--- src/design/srtf_task_scheduler_defines.svh ---
// ----------------------------------------------------------------------------
// srtf_task_scheduler_defines
// Assertion macros used by the srtf_task_scheduler source.
// ----------------------------------------------------------------------------
`ifndef SRTF_TASK_SCHEDULER_DEFINES_SVH
`define SRTF_TASK_SCHEDULER_DEFINES_SVH

`ifndef SYNTHESIS
`define SRTF_ASSERT(lbl, clk, rst_n, prop) \
    lbl: assert property (@(posedge clk) disable iff (!rst_n) prop) \
        else $error("srtf assertion failed");
`define SRTF_ASSERT_ALWAYS(lbl, clk, prop) \
    lbl: assert property (@(posedge clk) prop) \
        else $error("srtf assertion failed");
`else
`define SRTF_ASSERT(lbl, clk, rst_n, prop)
`define SRTF_ASSERT_ALWAYS(lbl, clk, prop)
`endif

`endif

--- src/design/srtf_pkg.sv ---
// ----------------------------------------------------------------------------
// srtf_pkg
// Types and constants of the shortest-remaining-time-first scheduler.
// ----------------------------------------------------------------------------
package srtf_pkg;

    localparam int MAX_TASKS_DEF = 16;

    localparam logic [31:0] TIME_MAX = 32'hFFFF_FFFF;

    localparam logic REQ_LOAD = 1'b0;
    localparam logic REQ_TICK = 1'b1;

    localparam logic [2:0] ST_LOADED = 3'd0;
    localparam logic [2:0] ST_RAN    = 3'd1;
    localparam logic [2:0] ST_IDLE   = 3'd2;
    localparam logic [2:0] ST_FULL   = 3'd3;
    localparam logic [2:0] ST_ZERO   = 3'd4;
    localparam logic [2:0] ST_DONE   = 3'd5;

    typedef struct packed {
        logic        req_type;
        logic [15:0] task_id;
        logic [31:0] arrival_time;
        logic [31:0] burst_length;
    } t_in_item;

    typedef struct packed {
        logic [2:0]  status;
        logic [15:0] run_task_id;
        logic [31:0] start_time;
        logic [31:0] end_time;
        logic        task_finished;
    } t_out_item;

    // best candidate handed down the chain
    typedef struct packed {
        logic        found;
        logic [31:0] rem;
        logic [31:0] arr;
        logic [15:0] id;
    } t_cand;

    // per-cell control from the sequencer
    typedef struct packed {
        logic        load_en;
        logic        dec_en;
        logic [31:0] cur_time;
        logic [15:0] id;
        logic [31:0] arr;
        logic [31:0] burst;
    } t_cell_ctl;

endpackage

--- src/design/srtf_cell.sv ---
// ----------------------------------------------------------------------------
// srtf_cell
// One task slot: holds its entry and merges it into the candidate beat
// coming from the previous cell.
// ----------------------------------------------------------------------------
module srtf_cell #(
    parameter int IDX_W    = 4,
    parameter int CELL_IDX = 0
) (
    input  logic                i_clk,
    input  logic                i_rst_n,
    input  srtf_pkg::t_cell_ctl i_ctl,
    input  srtf_pkg::t_cand     i_cand,
    input  logic [IDX_W-1:0]    i_idx,
    output srtf_pkg::t_cand     o_cand,
    output logic [IDX_W-1:0]    o_idx
);
    import srtf_pkg::*;

    logic        r_valid;
    logic [15:0] r_id;
    logic [31:0] r_arr;
    logic [31:0] r_rem;
    t_cand       r_cand;
    logic [IDX_W-1:0] r_idx;

    logic elig;
    logic take;

    always_comb begin
        elig = r_valid && (r_rem != 32'd0) && (r_arr <= i_ctl.cur_time);
        take = elig && (!i_cand.found || (r_rem < i_cand.rem) ||
                        ((r_rem == i_cand.rem) && (r_arr < i_cand.arr)));
    end

    always_ff @(posedge i_clk) begin
        if (!i_rst_n) begin
            r_valid      <= 1'b0;
            r_cand.found <= 1'b0;
        end else begin
            if (i_ctl.load_en) begin
                r_valid <= 1'b1;
            end
            r_cand.found <= take || i_cand.found;
        end
        if (i_ctl.load_en) begin
            r_id  <= i_ctl.id;
            r_arr <= i_ctl.arr;
            r_rem <= i_ctl.burst;
        end else if (i_ctl.dec_en) begin
            r_rem <= r_rem - 32'd1;
        end
        if (take) begin
            r_cand.rem <= r_rem;
            r_cand.arr <= r_arr;
            r_cand.id  <= r_id;
            r_idx      <= IDX_W'(CELL_IDX);
        end else begin
            r_cand.rem <= i_cand.rem;
            r_cand.arr <= i_cand.arr;
            r_cand.id  <= i_cand.id;
            r_idx      <= i_idx;
        end
    end

    assign o_cand = r_cand;
    assign o_idx  = r_idx;

endmodule

--- config.mk ---
export PLATFORM = sky130hd
export DESIGN_NAME = srtf_cell
export DESIGN_NICKNAME = d
export VERILOG_FILES = /design/src/design/srtf_task_scheduler_defines.svh /design/src/design/srtf_pkg.sv /design/src/design/srtf_cell.sv
export SDC_FILE = /design/constraint.sdc
export NUM_CORES = 1
export LEC_CHECK = 0
export BUFFER_PORTS_ARGS = -buffer_cell sky130_fd_sc_hd__buf_2
export CAP_MARGIN = 15
export CORE_AREA = 2 2 130 132
export CTS_CLUSTER_SIZE = 20
export DETAILED_ROUTE_END_ITERATION = 7
export DIE_AREA = 0 0 132 134
export MAX_ROUTING_LAYER = met4
export PLACE_DENSITY_LB_ADDON = 0.05
export SLEW_MARGIN = 25
export SYNTH_ARGS = -nofsm -noshare
export SYNTH_HDL_FRONTEND = slang
export SYNTH_SLANG_ARGS = --single-unit
--- constraint.sdc ---
create_clock -name i_clk -period 7.7 [get_ports i_clk]
set_input_delay 1.54 -clock i_clk [delete_from_list [all_inputs] [get_ports i_clk]]
set_output_delay 1.54 -clock i_clk [all_outputs]
set_load 0.01 [all_outputs]
==> results of run 1 <==
-- per-stage QoR --
step	util	hold WS (ns)	power [mW]	cell area (um^2)	std cells
finish	0.6696	0.4609	2.393	10910	1281
global route	0.6694	0.4892	2.502	10900	1280
floorplan	-	0.4345	1.358	8733	753
global placement	0.6313	0.4408	1.510	10280	1245
CTS	0.6689	0.4661	2.415	10900	1277
detailed placement	0.6313	0.4513	1.518	10280	1245
-- kinds of logic after synthesis --
logic type               Yosys count  share of synthesized area
buffers and inverters            113                    0.06189
flip-flops                       166                     0.4722
XOR/XNOR                          28                    0.02808
adder cells (fa/ha/maj)           96                     0.1375
AO/OA/AOI/OAI                    109                    0.07636
AND/OR/NAND/NOR                  161                    0.09728
multiplexers                      80                     0.1266
-- cells in the mapped netlist, types with 10 or more instances --
master    instances  share of area
a21oi_1          34          0.019
dfxtp_1          86           0.20
edfxtp_1         80           0.28
ha_1             96           0.14
inv_1            97          0.042
mux2_2           24          0.031
mux2_4           55          0.095
nand2_1          57          0.024
nand3_1          10         0.0057
nand4_1          17          0.012
nor2_1           19         0.0082
nor3_1           15         0.0086
o21ai_0          41          0.023
xnor2_1          21          0.021
-- per-layer routing --
metal  global-route usage  vias to the layer above  routed length [um]
met4              0.08454                        0                 428
met1               0.2983                     2940                9223
met3              0.06085                       30                1255
li1                     -                     3282                   -
met2               0.3837                      232                9476
met5                    -                        -                   0
-- registers in the layout, summed over array words and instances, names as in the netlist --
| name | count |
|---|---|
| r_valid | 1 |
| o_idx | 4 |
| r_arr | 32 |
| r_id | 16 |
| r_rem | 32 |
| o_cand | 81 |
-- worst min path at each step --
| stage | slack [ns] | to | start | depth (start not counted) |
|---|---|---|---|---|
| 2_1_floorplan | 0.43 | r_valid$_SDFFE_PN0P_ | r_valid$_SDFFE_PN0P_ | 1 |
| 3_3_place_gp | 0.44 | r_valid$_SDFFE_PN0P_ | r_valid$_SDFFE_PN0P_ | 1 |
| 3_5_place_dp | 0.45 | r_valid$_SDFFE_PN0P_ | r_valid$_SDFFE_PN0P_ | 1 |
| 4_1_cts | 0.47 | r_valid$_SDFFE_PN0P_ | r_valid$_SDFFE_PN0P_ | 1 |
| 5_1_grt | 0.49 | r_valid$_SDFFE_PN0P_ | r_valid$_SDFFE_PN0P_ | 1 |
| 6_report | 0.46 | r_valid$_SDFFE_PN0P_ | r_valid$_SDFFE_PN0P_ | 1 |
-- worst max-delay path: cells and delay by family --
kind	cells	cell delay, ns
simple gates	4	1.07
compound gates	2	0.61
buf+inv	3	0.50
mux	1	0.39
fa+ha+maj	1	0.30
-- placed cells by master (no fill, tap or decap), types with 3 or more instances in the layout --
| cell | synthesis | routed |
|---|---|---|
| a21o_1 | 5 | 5 |
| a21oi_1 | 34 | 34 |
| a221oi_1 | 5 | 5 |
| and2_1 | 4 | 4 |
| and4_1 | 6 | 6 |
| buf_2 | 0 | 284 |
| buf_4 | 2 | 4 |
| bufinv_16 | 0 | 4 |
| clkbuf_1 | 7 | 3 |
| clkbuf_16 | 0 | 17 |
| clkinvlp_4 | 0 | 4 |
| dfxtp_1 | 86 | 86 |
| diode_2 | 0 | 4 |
| edfxtp_1 | 80 | 80 |
| ha_1 | 96 | 96 |
| inv_1 | 97 | 97 |
| mux2_2 | 24 | 24 |
| mux2_4 | 55 | 55 |
| nand2_1 | 57 | 57 |
| nand3_1 | 10 | 10 |
| nand4_1 | 17 | 17 |
| nor2_1 | 19 | 19 |
| nor2b_1 | 4 | 4 |
| nor3_1 | 15 | 15 |
| nor4_1 | 6 | 6 |
| o211ai_1 | 3 | 3 |
| o21ai_0 | 41 | 41 |
| o21ai_1 | 3 | 3 |
| or3_1 | 6 | 6 |
| or4_1 | 5 | 5 |
| xnor2_1 | 21 | 21 |
| xor2_1 | 7 | 7 |
-- power breakdown --
group | total, mW | internal (mW) | switching, mW
Clock | 0.894 | 0.543 | 0.351
Combinational | 0.422 | 0.218 | 0.203
Sequential | 1.08 | 1.02 | 0.0559
Total | 2.39 | 1.78 | 0.610
-- layout make-up --
cell class	count	area share
sequential	166	0.3781
multi-input combinational	474	0.3731
timing repair buffer	288	0.1331
clock buffer	20	0.04004
inverter	97	0.03338
tap	220	0.02524
clock inverter	12	0.01618
antenna	4	0.0009177
==> impl_metrics.env, run 1 <==
export IMPL_status="complete, no violations"
export IMPL_grt_setup_unrepaired="no"
export IMPL_drt_pass1_iterations=4
export IMPL_routed_via_density=5.062
export IMPL_start_util=0.5361
export IMPL_maxSlewViolCount=0
export IMPL_place_congestion=0.8871
export IMPL_worstSetupStartpoint="i_cand[70]"
export IMPL_worstReg2RegEnd="o_cand[53]$_DFF_P_"
export IMPL_syn_area_mm2=0.008733
export IMPL_drc_errors=0
export IMPL_ys_flop_type="dfxtp_1"
export IMPL_worst_pin_slew_ns=0.8189
export IMPL_syn_avg_cell_area_um2=11.60
export IMPL_tns_ns=0
export IMPL_min_period_ns=4.148
export IMPL_nFillCells=1375
export IMPL_ys_seq_area_frac=0.4722
export IMPL_r2r_setup_slack_ns=4.30
export IMPL_cts_sinks=166
export IMPL_grt_pass1_wl_um=31930
export IMPL_drive_gt1_frac=0.3822
export IMPL_setup_viol=0
export IMPL_ys_seq_elements=166
export IMPL_endpoint_kind="flop"
export IMPL_gr_usage_all_layers=0.2403
export IMPL_die_area_mm2=0.01769
export IMPL_tritoncts="built"
export IMPL_nets=1341
export IMPL_ys_types=54
export IMPL_multi_input_area_mm2=0.004069
export IMPL_routed_wl_um=20380
export IMPL_critPathLaunchType="input port"
export IMPL_relSlewSlack=0.4541
export IMPL_rows=47
export IMPL_fmax_mhz=241.1
export IMPL_cap_violations=0
export IMPL_preCtsSetupSlack_ns=3.166
export IMPL_grt_pass1_vias=6361
export IMPL_grt_max_degree=59
export IMPL_max_stage_delay_ns=0.54
export IMPL_p_leak_nw=5.346
export IMPL_drt_iter0_markers=326
export IMPL_reg2reg_depth=9
export IMPL_dp_hpwl_um=15780
export IMPL_dieHeight_um=134
export IMPL_crit_fanout=43
export IMPL_worstSetupEndpoint="o_cand[53]$_DFF_P_"
export IMPL_ctsResizeCount=0
export IMPL_cellPowerDensity_mw_per_mm2=219.4
export IMPL_crit_chain="buf_2, inv_1, ha_1, and4_1, nand2_1, nor3_1, nand4_1, o41ai_1, o21ai_4, buf_4, mux2_4"
export IMPL_htreeDepth=4
export IMPL_syn_nets=1050
export IMPL_synth_edf_count=80
export IMPL_regArea_mm2=0.004124
export IMPL_ctsLongestPathBuffers=2
export IMPL_ys_warn_count=0
export IMPL_avgRoutedWirePerCell_um=15.91
export IMPL_hold_buffers=0
export IMPL_grt_overflow=0
export IMPL_syn_inst=753
export IMPL_antenna_found_initial=3
export IMPL_io_buffers=285
export IMPL_fp_coreArea_mm2=0.01629
export IMPL_antenna_left=0
export IMPL_worst_path_max_delay_cell="o41ai_1"
export IMPL_insertion_delay_ns=0.42
export IMPL_post_cts_buffers=0
export IMPL_path_class="in -> reg"
export IMPL_peakVddDrop_mv=0.1580
export IMPL_hold_viol=0
export IMPL_vias=6484
export IMPL_hold_class="reg -> reg"
export IMPL_die_x_um=132
export IMPL_num_io_pins=286
export IMPL_cts_buffers=17
export IMPL_synthToLayoutAreaGrowth_pct=24.89
export IMPL_cts_root_buf="clkbuf_16"
export IMPL_clkTransAtPathRegs_ns=0.06
export IMPL_ys_async_sr_fraction=0
export IMPL_finClkSkew_ns=0.009786
export IMPL_setup_ws_ns=3.552
export IMPL_critPathArrivalTime_ns=4.46
export IMPL_post_route_period_util=0.5387
export IMPL_r2r_start="r_rem[22]$_DFFE_PP_"
export IMPL_cp_data_required_time_ns=8.01
Power figures use the tool's default switching activity.
==> inputs of run 2 (changes only) <==
Settings changed: CORE_AREA 2 2 130 132 to 2 2 134 136, DIE_AREA 0 0 132 134 to 0 0 136 138.
Clock period 7.7 ns to 4.25 ns, I/O delays scaled along.
==> run 2 against run 1 <==
  * Non-clock buffer count is 1 higher
  * Global-route usage down 1.4 points
  * Die area grew 6.1%
  * Critical path type unchanged
  * Critical endpoint is now o_cand[16]$_DFF_P_
  * Largest cell class unchanged
==> impl_metrics.env, run 2 (synthesis results as in run 1) <==
export IMPL_fmax_mhz=312.1
export IMPL_mostFrequentLayoutCells="buf_2, inv_1, ha_1"
export IMPL_worstReg2RegEnd="o_cand[16]$_DFF_P_"
export IMPL_antenna_found_initial=5
export IMPL_place_congestion=0.8418
export IMPL_clkTransAtPathRegs_ns=0.06
export IMPL_nets=1342
export IMPL_drive_gt1_frac=0.3856
export IMPL_rows=49
export IMPL_r2r_setup_slack_ns=1.13
export IMPL_dp_hpwl_um=15560
export IMPL_drt_pass1_iterations=4
export IMPL_setup_ws_ns=1.046
export IMPL_multi_input_area_mm2=0.004069
export IMPL_io_buffers=285
export IMPL_avgRoutedWirePerCell_um=15.76
export IMPL_r2r_start="r_arr[10]$_DFFE_PP_"
export IMPL_grt_max_degree=78
export IMPL_drc_errors=0
export IMPL_ctsResizeCount=0
export IMPL_maxSlewViolCount=0
export IMPL_start_util=0.4981
export IMPL_regArea_mm2=0.004124
export IMPL_power_switching_mw=1.147
export IMPL_insertion_delay_ns=0.43
export IMPL_relSlewSlack=0.4417
export IMPL_num_io_pins=286
export IMPL_clkPwrFrac=0.347
export IMPL_endpoint_kind="flop"
export IMPL_finalPower_mw=4.155
export IMPL_drt_iter0_markers=203
export IMPL_p_int_mw=3.009
export IMPL_grt_pass1_wl_um=31910
export IMPL_min_to="r_valid$_SDFFE_PN0P_"
export IMPL_die_x_um=136
export IMPL_cellPowerDensity_mw_per_mm2=381.7
export IMPL_die_area_mm2=0.01877
export IMPL_critPathLaunchType="input port"
export IMPL_final_common_cell="buf_2"
export IMPL_post_cts_buffers=0
export IMPL_ctsLongestPathBuffers=2
export IMPL_min_delay_start="r_valid$_SDFFE_PN0P_"
export IMPL_htreeDepth=4
export IMPL_grt_setup_unrepaired="no"
export IMPL_setup_viol=0
export IMPL_routed_via_density=4.957
export IMPL_status="complete, no violations"
export IMPL_vias=6404
export IMPL_grt_overflow=0
export IMPL_hold_class="reg -> reg"
export IMPL_cts_root_buf="clkbuf_16"
export IMPL_path_class="in -> reg"
export IMPL_preCtsSetupSlack_ns=0.6045
export IMPL_critPathArrivalTime_ns=3.52
export IMPL_routed_wl_um=20370
export IMPL_p_leak_nw=5.331
export IMPL_tns_ns=0
export IMPL_min_period_ns=3.204
export IMPL_synthToLayoutAreaGrowth_pct=24.66
export IMPL_switching_share=0.2759
export IMPL_peakVddDrop_mv=0.2826
export IMPL_post_route_period_util=0.7539
export IMPL_largest_register_ff_count=81
export IMPL_tritoncts="built"
export IMPL_cp_data_required_time_ns=4.56
export IMPL_p_comb_frac=0.185
export IMPL_finClkSkew_ns=0.01583
export IMPL_nFillCells=1530
export IMPL_worst_pin_slew_ns=0.8375
export IMPL_cts_sinks=166
export IMPL_pwr_share_seq=0.469
export IMPL_cap_violations=0
export IMPL_grt_pass1_vias=6429
export IMPL_gr_usage_all_layers=0.2263
export IMPL_cts_buffers=17
export IMPL_hold_depth=1
export IMPL_crit_fanout=50
export IMPL_dieHeight_um=138
export IMPL_fp_coreArea_mm2=0.01753
export IMPL_hold_buffers=0
export IMPL_reg2reg_depth=9
export IMPL_hold_viol=0
export IMPL_antenna_left=0
run 2: per-stage QoR:
step	cells	util	area [um^2]	hold WS [ns]
final	1292	0.6209	10890	0.4692
after global routing	1292	0.6209	10890	0.4835
after CTS	1287	0.6202	10870	0.4739
after detailed placement	1255	0.5890	10330	0.4549
after global placement	1255	0.5890	10330	0.4503
after floorplan	753	-	8733	0.4345
run 2: power by group through the flow:
stage / Clock, mW / Combinational [mW] / Sequential [mW]
after floorplan: 0 / 0.456 / 2.00
after global placement: 0 / 0.762 / 1.98
after detailed placement: 0 / 0.771 / 1.98
after CTS: 1.48 / 0.777 / 1.95
after global routing: 1.54 / 0.860 / 1.97
final: 1.44 / 0.767 / 1.95
run 2: worst max path at each step:
stage	startpoint	to	depth (start not counted)
2_1_floorplan	i_cand[53]	o_cand[23]$_DFF_P_	11
3_3_place_gp	i_cand[62]	o_cand[20]$_DFF_P_	11
3_5_place_dp	i_cand[26]	o_cand[21]$_DFF_P_	11
4_1_cts	i_cand[26]	o_cand[16]$_DFF_P_	11
5_1_grt	r_rem[14]$_DFFE_PP_	o_cand[14]$_DFF_P_	9
6_report	i_cand[26]	o_cand[16]$_DFF_P_	11
run 2: cell type report:
type                       count  share of cell area
clock inverter                15             0.01115
sequential                   166              0.3788
tap                          229             0.02632
antenna                        5            0.001149
timing repair buffer         289              0.1363
clock buffer                  17             0.03908
multi-input combinational    474              0.3737
inverter                      97             0.03344
run 2: worst max-delay path: stages:
cell and delay [ns]:
buf_2 0.09, inv_1 0.04, ha_1 0.31, and4_1 0.23
o31ai_1 0.07, or4_1 0.52, a31oi_1 0.27, o41ai_1 0.16
o21ai_4 0.21, buf_12 0.36, mux2_2 0.38
run 2: routing by layer:
metal  track usage  up-vias  share of wire
li1              -     3283              -
met1        0.2791     2903           0.43
met2        0.3608      199           0.48
met3       0.05537       19          0.067
met4       0.08114        0          0.016
met5             -        -              0
